## src/sv/ppla_pkg.sv

```systemverilog
// Shared types and constants for the pointer path length accumulator.
`default_nettype none

package ppla_pkg;

  localparam int TOTAL_BITS   = 48;
  localparam int CFG_IDX_BITS = 2;

  localparam logic [TOTAL_BITS-1:0] TOTAL_MAX = {TOTAL_BITS{1'b1}};

  typedef enum logic [CFG_IDX_BITS-1:0] {
    CFG_ENABLE  = 2'd0,
    CFG_SCALE_X = 2'd1,
    CFG_SCALE_Y = 2'd2
  } cfg_reg_t;

  localparam logic OP_MOVE  = 1'b0;
  localparam logic OP_CLEAR = 1'b1;

endpackage

`default_nettype wire

```

## src/sv/ppla_in_if.sv

```systemverilog
// Input channel carrying pointer samples and clear commands.
`default_nettype none

interface ppla_in_if #(
  parameter int COORD_BITS = 16
);
  logic                         valid;
  logic                         ready;
  logic                         operation;
  logic signed [COORD_BITS-1:0] pos_x;
  logic signed [COORD_BITS-1:0] pos_y;

  modport source (output valid, operation, pos_x, pos_y, input ready);
  modport sink (input valid, operation, pos_x, pos_y, output ready);
endinterface

`default_nettype wire

```

## src/sv/ppla_out_if.sv

```systemverilog
// Result channel carrying the path total and its status flags.
`default_nettype none

interface ppla_out_if;
  logic                            valid;
  logic                            ready;
  logic [ppla_pkg::TOTAL_BITS-1:0] total_mm;
  logic                            added;
  logic                            saturated;

  modport source (output valid, total_mm, added, saturated, input ready);
  modport sink (input valid, total_mm, added, saturated, output ready);
endinterface

`default_nettype wire

```

## src/sv/pointer_path_length_accumulator.sv

```systemverilog
// Top level of the pointer path length accumulator with its multiply and square root sequencer.
// A move with a previous point runs, after acceptance, through the multiplier steps, the square
// root steps, the total update and the result load; a clear, a disabled or a first move goes
// straight to the result load. A new transaction is accepted only in the idle state, after
// the previous result has been loaded; loading stalls while the earlier result waits to be taken.
// Synchronous active-low reset clears the total and the last point and restores the registers.
`default_nettype none

module pointer_path_length_accumulator #(
  parameter int COORD_BITS = 16,
  parameter int FRAC_BITS  = 16
) (
  input  wire logic                                 clk,
  input  wire logic                                 rst_n,
  ppla_in_if.sink                                   in_ch,
  ppla_out_if.source                                out_ch,
  input  wire logic                                 cfg_we,
  input  wire logic [ppla_pkg::CFG_IDX_BITS-1:0]    cfg_index,
  input  wire logic [FRAC_BITS+1:0]                 cfg_data
);
  import ppla_pkg::*;

  localparam int CW   = COORD_BITS;
  localparam int SW   = FRAC_BITS + 2;
  localparam int MW   = CW + SW;
  localparam int HW   = (MW + 1) / 2;
  localparam int AW   = (CW > HW) ? CW : HW;
  localparam int BW   = (SW > HW) ? SW : HW;
  localparam int PW   = AW + BW;
  localparam int RW   = MW + 1;
  localparam int RADW = 2 * RW;
  localparam int CNTW = $clog2(RW);
  localparam int SUMW = ((RW > TOTAL_BITS) ? RW : TOTAL_BITS) + 1;

  localparam logic [63:0]   SCALE_RST_W = ((64'd254 << FRAC_BITS) + 64'd480) / 64'd960;
  localparam logic [SW-1:0] SCALE_RST   = SCALE_RST_W[SW-1:0];
  localparam logic [3:0]    MUL_LAST    = 4'd8;

  typedef enum logic [2:0] {
    S_IDLE,
    S_MUL,
    S_SQRT,
    S_ADD,
    S_OUT
  } state_t;

  state_t                 state_r;
  logic                   enable_r;
  logic [SW-1:0]          scale_x_r;
  logic [SW-1:0]          scale_y_r;
  logic [CW-1:0]          last_x_r;
  logic [CW-1:0]          last_y_r;
  logic                   have_last_r;
  logic [TOTAL_BITS-1:0]  total_r;
  logic                   added_r;
  logic [CW-1:0]          dx_r;
  logic [CW-1:0]          dy_r;
  logic [MW-1:0]          mx_r;
  logic [MW-1:0]          my_r;
  logic [PW-1:0]          prod_r;
  logic [3:0]             step_r;
  logic [RADW-1:0]        rad_r;
  logic [RW+1:0]          rem_r;
  logic [RW-1:0]          root_r;
  logic [CNTW-1:0]        cnt_r;
  logic                   out_valid_r;
  logic [TOTAL_BITS-1:0]  out_total_r;
  logic                   out_added_r;
  logic                   out_sat_r;

  logic signed [CW:0]     dxs;
  logic signed [CW:0]     dys;
  logic signed [CW:0]     dxn;
  logic signed [CW:0]     dyn;
  logic [CW-1:0]          dx_abs;
  logic [CW-1:0]          dy_abs;
  logic [AW-1:0]          mul_a;
  logic [BW-1:0]          mul_b;
  logic [RADW-1:0]        acc_term;
  logic [RW+1:0]          rem_sh;
  logic [RW+1:0]          trial;
  logic [RW+1:0]          rem_nxt;
  logic [RW-1:0]          root_nxt;
  logic [SUMW-1:0]        sum;
  logic [TOTAL_BITS-1:0]  total_nxt;

  assign in_ch.ready      = (state_r == S_IDLE);
  assign out_ch.valid     = out_valid_r;
  assign out_ch.total_mm  = out_total_r;
  assign out_ch.added     = out_added_r;
  assign out_ch.saturated = out_sat_r;

  assign dxs    = {in_ch.pos_x[CW-1], in_ch.pos_x} - {last_x_r[CW-1], last_x_r};
  assign dys    = {in_ch.pos_y[CW-1], in_ch.pos_y} - {last_y_r[CW-1], last_y_r};
  assign dxn    = -dxs;
  assign dyn    = -dys;
  assign dx_abs = dxs[CW] ? dxn[CW-1:0] : dxs[CW-1:0];
  assign dy_abs = dys[CW] ? dyn[CW-1:0] : dys[CW-1:0];

  always_comb begin
    mul_a = '0;
    mul_b = '0;
    case (step_r) inside
      4'd0: begin
        mul_a = AW'(dx_r);
        mul_b = BW'(scale_x_r);
      end
      4'd1: begin
        mul_a = AW'(dy_r);
        mul_b = BW'(scale_y_r);
      end
      4'd2: begin
        mul_a = AW'(mx_r[HW-1:0]);
        mul_b = BW'(mx_r[HW-1:0]);
      end
      4'd3: begin
        mul_a = AW'(mx_r[MW-1:HW]);
        mul_b = BW'(mx_r[HW-1:0]);
      end
      4'd4: begin
        mul_a = AW'(mx_r[MW-1:HW]);
        mul_b = BW'(mx_r[MW-1:HW]);
      end
      4'd5: begin
        mul_a = AW'(my_r[HW-1:0]);
        mul_b = BW'(my_r[HW-1:0]);
      end
      4'd6: begin
        mul_a = AW'(my_r[MW-1:HW]);
        mul_b = BW'(my_r[HW-1:0]);
      end
      4'd7: begin
        mul_a = AW'(my_r[MW-1:HW]);
        mul_b = BW'(my_r[MW-1:HW]);
      end
      default: begin
      end
    endcase
  end

  // The product of step n is consumed in step n+1; the cross term is doubled by its shift.
  always_comb begin
    case (step_r) inside
      4'd3, 4'd6: acc_term = RADW'(prod_r);
      4'd4, 4'd7: acc_term = RADW'(prod_r) << (HW + 1);
      4'd5, 4'd8: acc_term = RADW'(prod_r) << (2 * HW);
      default:    acc_term = '0;
    endcase
  end

  assign rem_sh = {rem_r[RW-1:0], rad_r[RADW-1:RADW-2]};
  assign trial  = {root_r, 2'b01};

  always_comb begin
    if (rem_sh >= trial) begin
      rem_nxt  = rem_sh - trial;
      root_nxt = {root_r[RW-2:0], 1'b1};
    end else begin
      rem_nxt  = rem_sh;
      root_nxt = {root_r[RW-2:0], 1'b0};
    end
  end

  assign sum       = SUMW'(total_r) + SUMW'(root_r);
  assign total_nxt = (sum >= SUMW'(TOTAL_MAX)) ? TOTAL_MAX : sum[TOTAL_BITS-1:0];

  always_ff @(posedge clk) begin
    if (!rst_n) begin
      enable_r  <= 1'b1;
      scale_x_r <= SCALE_RST;
      scale_y_r <= SCALE_RST;
    end else if (cfg_we) begin
      unique case (cfg_index)
        CFG_ENABLE:  enable_r  <= cfg_data[0];
        CFG_SCALE_X: scale_x_r <= cfg_data;
        CFG_SCALE_Y: scale_y_r <= cfg_data;
        default: begin
        end
      endcase
    end
  end

  always_ff @(posedge clk) begin
    if (!rst_n) begin
      state_r     <= S_IDLE;
      last_x_r    <= '0;
      last_y_r    <= '0;
      have_last_r <= 1'b0;
      total_r     <= '0;
      step_r      <= '0;
      cnt_r       <= '0;
      out_valid_r <= 1'b0;
      added_r     <= 1'b0;
    end else begin
      if (out_valid_r && out_ch.ready && (state_r != S_OUT)) begin
        out_valid_r <= 1'b0;
      end
      unique case (state_r)
        S_IDLE: begin
          if (in_ch.valid) begin
            added_r <= 1'b0;
            state_r <= S_OUT;
            if (in_ch.operation == OP_CLEAR) begin
              total_r     <= '0;
              have_last_r <= 1'b0;
            end else if (enable_r) begin
              last_x_r    <= in_ch.pos_x;
              last_y_r    <= in_ch.pos_y;
              have_last_r <= 1'b1;
              if (have_last_r) begin
                dx_r    <= dx_abs;
                dy_r    <= dy_abs;
                step_r  <= '0;
                rad_r   <= '0;
                state_r <= S_MUL;
              end
            end
          end
        end
        S_MUL: begin
          prod_r <= PW'(mul_a * mul_b);
          if (step_r == 4'd1) begin
            mx_r <= prod_r[MW-1:0];
          end
          if (step_r == 4'd2) begin
            my_r <= prod_r[MW-1:0];
          end
          rad_r  <= rad_r + acc_term;
          step_r <= step_r + 4'd1;
          if (step_r == MUL_LAST) begin
            rem_r   <= '0;
            root_r  <= '0;
            cnt_r   <= CNTW'(RW - 1);
            state_r <= S_SQRT;
          end
        end
        S_SQRT: begin
          rem_r  <= rem_nxt;
          root_r <= root_nxt;
          rad_r  <= {rad_r[RADW-3:0], 2'b00};
          cnt_r  <= cnt_r - CNTW'(1);
          if (cnt_r == '0) begin
            state_r <= S_ADD;
          end
        end
        S_ADD: begin
          if (root_r != '0) begin
            added_r <= 1'b1;
            total_r <= total_nxt;
          end
          state_r <= S_OUT;
        end
        S_OUT: begin
          if (!out_valid_r || out_ch.ready) begin
            out_valid_r <= 1'b1;
            out_total_r <= total_r;
            out_added_r <= added_r;
            out_sat_r   <= (total_r == TOTAL_MAX);
            state_r     <= S_IDLE;
          end
        end
        default: state_r <= S_IDLE;
      endcase
    end
  end

endmodule

`default_nettype wire
```

## src/flat_wrapper.sv

```systemverilog
// flat-port wrapper written by rule: the top's interface ports become plain ports
module pointer_path_length_accumulator_flat import ppla_pkg::*;
#(
  parameter int COORD_BITS = 16,
  parameter int FRAC_BITS  = 16
)
  (clk, rst_n, cfg_we, cfg_index, cfg_data, in_ch_valid, in_ch_operation, in_ch_pos_x, in_ch_pos_y, in_ch_ready, out_ch_valid, out_ch_total_mm, out_ch_added, out_ch_saturated, out_ch_ready);
  ppla_in_if #(.COORD_BITS(COORD_BITS)) in_ch_i ();
  ppla_out_if out_ch_i ();
  input  wire logic clk;
  input  wire logic rst_n;
  input  wire logic cfg_we;
  input  wire logic [ppla_pkg::CFG_IDX_BITS-1:0] cfg_index;
  input  wire logic [FRAC_BITS+1:0] cfg_data;
  input wire logic [$bits(in_ch_i.valid)-1:0] in_ch_valid;
  input wire logic [$bits(in_ch_i.operation)-1:0] in_ch_operation;
  input wire logic [$bits(in_ch_i.pos_x)-1:0] in_ch_pos_x;
  input wire logic [$bits(in_ch_i.pos_y)-1:0] in_ch_pos_y;
  output wire logic [$bits(in_ch_i.ready)-1:0] in_ch_ready;
  output wire logic [$bits(out_ch_i.valid)-1:0] out_ch_valid;
  output wire logic [$bits(out_ch_i.total_mm)-1:0] out_ch_total_mm;
  output wire logic [$bits(out_ch_i.added)-1:0] out_ch_added;
  output wire logic [$bits(out_ch_i.saturated)-1:0] out_ch_saturated;
  input wire logic [$bits(out_ch_i.ready)-1:0] out_ch_ready;
  assign in_ch_i.valid = in_ch_valid;
  assign in_ch_i.operation = in_ch_operation;
  assign in_ch_i.pos_x = in_ch_pos_x;
  assign in_ch_i.pos_y = in_ch_pos_y;
  assign in_ch_ready = in_ch_i.ready;
  assign out_ch_valid = out_ch_i.valid;
  assign out_ch_total_mm = out_ch_i.total_mm;
  assign out_ch_added = out_ch_i.added;
  assign out_ch_saturated = out_ch_i.saturated;
  assign out_ch_i.ready = out_ch_ready;
  pointer_path_length_accumulator #(.COORD_BITS(COORD_BITS), .FRAC_BITS(FRAC_BITS)) u_core (.clk(clk), .rst_n(rst_n), .in_ch(in_ch_i), .out_ch(out_ch_i), .cfg_we(cfg_we), .cfg_index(cfg_index), .cfg_data(cfg_data));
endmodule
```

## config.mk

```make
export PLATFORM = sky130hd
export DESIGN_NAME = pointer_path_length_accumulator_flat
export DESIGN_NICKNAME = d
export VERILOG_FILES = /design/src/sv/ppla_pkg.sv /design/src/sv/ppla_in_if.sv /design/src/sv/ppla_out_if.sv /design/src/sv/pointer_path_length_accumulator.sv /design/src/flat_wrapper.sv
export SDC_FILE = /design/constraint.sdc
export NUM_CORES = 2
export LEC_CHECK = 0
export ABC_AREA = 1
export BUFFER_PORTS_ARGS = -buffer_cell sky130_fd_sc_hd__clkbuf_2
export CELL_PAD_IN_SITES_DETAIL_PLACEMENT = 0
export CELL_PAD_IN_SITES_GLOBAL_PLACEMENT = 1
export CORE_ASPECT_RATIO = 0.5
export CORE_MARGIN = 1.5
export CORE_UTILIZATION = 34
export DETAILED_ROUTE_END_ITERATION = 10
export GPL_ROUTABILITY_DRIVEN = 0
export PLACE_DENSITY_LB_ADDON = 0.15
export SLEW_MARGIN = 20
export SYNTH_ARGS = -nofsm -noshare
export SYNTH_HDL_FRONTEND = slang
export SYNTH_SLANG_ARGS = --single-unit
```

## constraint.sdc

```tcl
create_clock -name clk -period 7.8 [get_ports clk]
set_input_delay 1.17 -clock clk [delete_from_list [all_inputs] [get_ports clk]]
set_output_delay 1.17 -clock clk [all_outputs]
set_load 0.1 [all_outputs]
```

# Word level (Yosys, flattened, before mapping)
# Index checks and enable logic that the tools add are counted.
[word_totals]
ff_bits = 458
in_bits = 58
output_inout_bits = 52
word_cells = 155
[classes]
add_sub_neg = 9
multipliers = 1
magnitude_cmp = 2
eq_ne = 25
muxes = 60
n_bitwise = 1
reduce_logical = 34
[ops]
columns = ["cell", "count"]
rows = [
  ["2-to-1 mux 70 bit", 6],
  ["one-hot mux 70 bit (3 select lines)", 1],
  ["2-to-1 mux 48 bit", 4],
  ["2-to-1 mux 17 bit", 9],
  ["one-hot mux 35 bit (2 select lines)", 2],
  ["2-to-1 mux 18 bit", 7],
  ["2-to-1 mux 35 bit", 3],
  ["one-hot mux 48 bit (2 select lines)", 1],
  ["adder 70 bit", 1],
  ["2-to-1 mux 69 bit", 1],
  ["adder 48 x 35 -> 49 bit", 1],
  ["greater-or-equal comparator 49 x 48 -> 1 bit, second input constant", 1],
  ["== test 48 bit, second input constant", 1],
  ["greater-or-equal comparator 37 bit", 1],
  ["multiplier 17 x 18 -> 35 bit", 1],
  ["nonzero test 35 bit", 1],
  ["subtractor 35 bit", 1],
  ["subtractor 16 x 16 -> 17 bit", 2],
  ["2-to-1 mux 16 bit", 2],
  ["negation 16 bit", 2],
  ["2-to-1 mux 3 bit", 7],
  ["AND reduction 3 bit", 6],
  ["== test 4 x 3 -> 1 bit, second input constant", 4],
  ["2-to-1 mux 4 bit", 4],
  ["other kinds (34)", 63],
]

# Logic depth before layout (Yosys ltp)
[depth]
word_depth = 10
ltp_mapped = 39
mapped_depth_nobuf = 37

# Least setup slack after synthesis
# No wires, ideal clock.
[synth_path]
path_kind = "register to register"
from = "reg u_core.state_r[0]"
to = "reg u_core.rad_r[0], enable pin"
arrival_time_ns = 6.969
t_required_ns = 7.175
slack_ns = 0.207
stages_incl_launch_ff = 6
cell_sequence = "dfxtp_1 > inv_1 > nor3_1 > clkinv_1 > clkbuf_1 > a311oi_1"
[synth_via]
elab_chain_len = 3
elab_cells_between_ends = 9
classes_between = "eq/ne (6); reduce/logical (3)"
[synth_lines]
columns = ["element", "line", "text"]
rows = [
  ["start, declared", "pointer_path_length_accumulator.sv:47", "state_t state_r;"],
  ["start signal, assigned", "pointer_path_length_accumulator.sv:185", "state_r <= S_IDLE;"],
  ["start signal, assigned", "pointer_path_length_accumulator.sv:202", "state_r <= S_OUT;"],
  ["start signal, assigned", "pointer_path_length_accumulator.sv:215", "state_r <= S_MUL;"],
  ["== test 3 x 1 -> 1 bit (tied with other cells)", "pointer_path_length_accumulator.sv:198", "unique case (state_r)"],
  ["nonzero test 3 bit (no line) (tied with other cells)", "-", ""],
  ["AND reduction 6 bit (no line) *", "-", ""],
  ["end signal, assigned", "pointer_path_length_accumulator.sv:228", "rad_r <= rad_r + acc_term;"],
  ["end signal, assigned", "pointer_path_length_accumulator.sv:240", "rad_r <= {rad_r[RADW-3:0], 2'b00};"],
  ["end, declared", "pointer_path_length_accumulator.sv:62", "logic [RADW-1:0] rad_r;"],
]
# Mark *: on every way between the ends. The rest lies on a longest branch, timed or not.
# A chain may end at the register's enable or synchronous reset.

# Worst setup path after layout
[layout_path]
from = "reg u_core.step_r[0]"
to = "reg u_core.prod_r[33], data pin"
[layout_via]
elab_chain_len = 10
elab_cells_between_ends = 25
classes_between = "mul (1); eq/ne (7); mux (16); reduce/logical (1)"
[layout_lines]
columns = ["element", "line", "text"]
rows = [
  ["start, declared", "pointer_path_length_accumulator.sv:61", "logic [3:0] step_r;"],
  ["start signal, assigned", "pointer_path_length_accumulator.sv:229", "step_r <= step_r + 4'd1;"],
  ["== test 4 x 3 -> 1 bit (no line)", "-", ""],
  ["2-to-1 mux 17 bit", "pointer_path_length_accumulator.sv:103", "case (step_r) inside"],
  ["2-to-1 mux 17 bit / 2-to-1 mux 18 bit (equally long branches) (7 in series)", "pointer_path_length_accumulator.sv:103", ""],
  ["multiplier 17 x 18 -> 35 bit *", "pointer_path_length_accumulator.sv:221", "prod_r <= PW'(mul_a * mul_b);"],
  ["end signal, assigned", "pointer_path_length_accumulator.sv:221", ""],
  ["end, declared", "pointer_path_length_accumulator.sv:60", "logic [PW-1:0] prod_r;"],
]
# Marked as above.

==> metrics.cfg <==
[run_status]
status = complete, no violations

[layout]
insertedDiodeCount = 0
nFillCells = 12799
seqCellArea_sq_mm = 0.01243
nNetsFinal = 6327
multiInputGateArea_sq_mm = 0.02533
final_area_sq_mm = 0.04746
drive_gt1_share_pct = 10.75
area.growth.synth_to_final_pct = 14.17
finalCoreUtilization_pct = 39.24

[clock_network]
tritoncts = done
htreeDepth = 2
cts.sinks = 458
hold_buffers = 0
cts_buffers = 49
clock_latency_ps = 650
root_buffer = clkbuf_16
cts_buffer_depth = 3
clkTransAtPathRegs_ps = 70

[worst_hold_path]
worstHoldPathType = register to register
hold_depth = 0

[global_route]
overflow = 0
grt_pass1_vias = 36450
grt_max_degree = 77
track_usage_pct = 23.22
grt_pass1_wl_um = 223300
antenna_found_initial = 0

[sta]
tightest_slew_ps = 1054
setup_viol = 0
slew_viol_final = 0
layout_worst_path_cycle_share_pct = 96.97
max_freq_mhz = 132.2
setup-tns-final_ps = 0
final.min_clock_period_ps = 7563
final.setup_skew_ps = 26.14
relSlewSlack_pct = 29.71
hold_violations = 0
fin_ws_ps = 236.5

[route]
routed_wl_um = 147100
detail-route-antenna-nets = 0
viasPerCell = 5.050
drtIter0Drc = 2770
first_pass_iters = 6
vias = 37306
wl_per_cell_um = 19.91
drc = 0

[floorplan]
dieHeight_um = 250.3
dieArea_sq_mm = 0.1245
start_util_pct = 34.37
die_w_um = 497.5
core_sq_mm = 0.1209
rows = 90
ios = 110

[synth]
synth_warnings = 0
synth_top_cell_by_area = edfxtp_1
synth.ff_latch_count = 458
synth_top_area_share_pct = 23.48
synth_ff_type = edfxtp_1
synth_edf_count = 325
ys_seq_area_share_pct = 29.88
yosysMostFrequentCell = nand2_1
syn-num-nets = 6104
syn_avg_cell_area_sq_um = 7.540
synth.top_cells.by_area = edfxtp_1 23%, fa_1 12%, nand2_1 11%, ha_1 8.7%, inv_1 8.5%
syn_area_sq_mm = 0.04157
synthTopCellsByCount = 1265 x nand2_1, 943 x inv_1, 594 x nor2_1, 396 x a21oi_1, 326 x o21ai_0
syn_inst = 5513
async_reset_ff_share_pct = 0
yosys.cell_types.count = 63

[placed_design]
io_buffers = 109
hpwl_um = 118400
placed_area_sq_mm = 0.04499
dp_slack_ps = -111.4

[setup_path]
rr_worst_depth = 32
start_kind = register
cp.arrival_ps = 7960
crit_path_max_fanout = 15
path_class = register to register
crit_top_cell = fa_1
worst_path_max_delay_cell = fa_1
cpPeakStageDelay_ps = 540
r2r_slack_ps = 240
worstPathRequired_ps = 8200
end_kind = register

[run]
maxCapViolCount = 0

path summary, 6_finish.rpt:
path,startpoint,end
worst min-delay path,u_core.added_r,u_core.out_ch.added
worst max-delay path,u_core.step_r[0],u_core.prod_r[33]
worst min register to register,u_core.added_r,u_core.out_ch.added
worst max register to register,u_core.step_r[0],u_core.prod_r[33]
layout make-up:
type,count,share of cell area (%)
Clock inverter,31,0.9465
Sequential cell,458,26.19
Inverter,972,7.754
Multi-Input combinational cell,3942,53.37
Tap cell,1610,4.245
Timing Repair Buffer,311,4.719
Timing Repair inverter,2,0.02109
Clock buffer,61,2.763
per-stage QoR:
| step | hold WS [ps] | cells |
|---|---|---|
| 6_report | 451.7 | 7387 |
| 5_1_grt | 480.8 | 7387 |
| 2_1_floorplan | 408.6 | 5513 |
| 3_5_place_dp | 451.7 | 7263 |
| 3_3_place_gp | 442.4 | 7263 |
| 4_1_cts | 462.7 | 7355 |
logic make-up (layout without fill, tap and decap cells):
family	after synthesis	in the layout	synth area share, %
AO/OA/AOI/OAI	1008	1008	13.89
buffers and inverters	1113	1377	10.26
adder cells (fa/ha/maj)	533	533	20.43
AND/OR/NAND/NOR	2258	2258	22.53
XOR/XNOR	142	142	2.992
other	1	1	0.009021
flip-flops	458	458	29.88
state kept, by name, summed over array words and instances (netlist names), 18 cells and up:
register,cells
u_core.rad_r,70
u_core.out_ch.total_mm,48
u_core.total_r,48
u_core.prod_r,35
u_core.rem_r,35
u_core.root_r,35
u_core.mx_r,34
u_core.my_r,34
u_core.scale_x_r,18
u_core.scale_y_r,18
placed cells by master, fill, tap and decap left out, types with 29 or more instances in the layout:
| cell | instances |
|---|---|
| nand2_1 | 1250 |
| fa_1 | 241 |
| inv_1 | 926 |
| a21oi_1 | 383 |
| xnor2_1 | 61 |
| nor2_1 | 579 |
| o21ai_0 | 316 |
| o21ai_1 | 29 |
| dfxtp_1 | 130 |
| clkbuf_16 | 50 |
| nand3_2 | 36 |
| buf_4 | 186 |
| o211ai_1 | 38 |
| a21oi_2 | 43 |
| nand3_1 | 165 |
| o22ai_1 | 31 |
| clkbuf_2 | 109 |
| edfxtp_1 | 325 |
| nor3_1 | 62 |
| nand4_1 | 54 |
| ha_1 | 283 |
| xor2_1 | 81 |
what timing repair did:
| item | CTS | global route |
|---|---|---|
| hold endpoints to repair | 0 | 0 |
| gates resized for setup | 8 | 111 |
| setup endpoints to repair | 5 | 20 |
| gates cloned | 0 | 3 |
| pin swaps | 0 | 31 |
| buffers inserted | 0 | 29 |
routing by layer:
metal,GRT usage [%],routed length [um]
met5,0,0
met4,4.453,3020
met3,3.138,8426
met2,38.01,66370
met1,32.75,69290
worst max-delay path, delay by kind of cell, from the launching register on:
| family | cells | cell delay (ps) |
|---|---|---|
| compound gates | 6 | 1160 |
| xor+xnor | 1 | 100 |
| fa+ha+maj | 8 | 3430 |
| simple gates | 9 | 1080 |
| buf+inv | 8 | 1180 |
| flops | 1 | 360 |
Power is left out: the tool's default activity adds up to more than one toggle a clock period on the data nets, which glitch-free logic cannot reach.
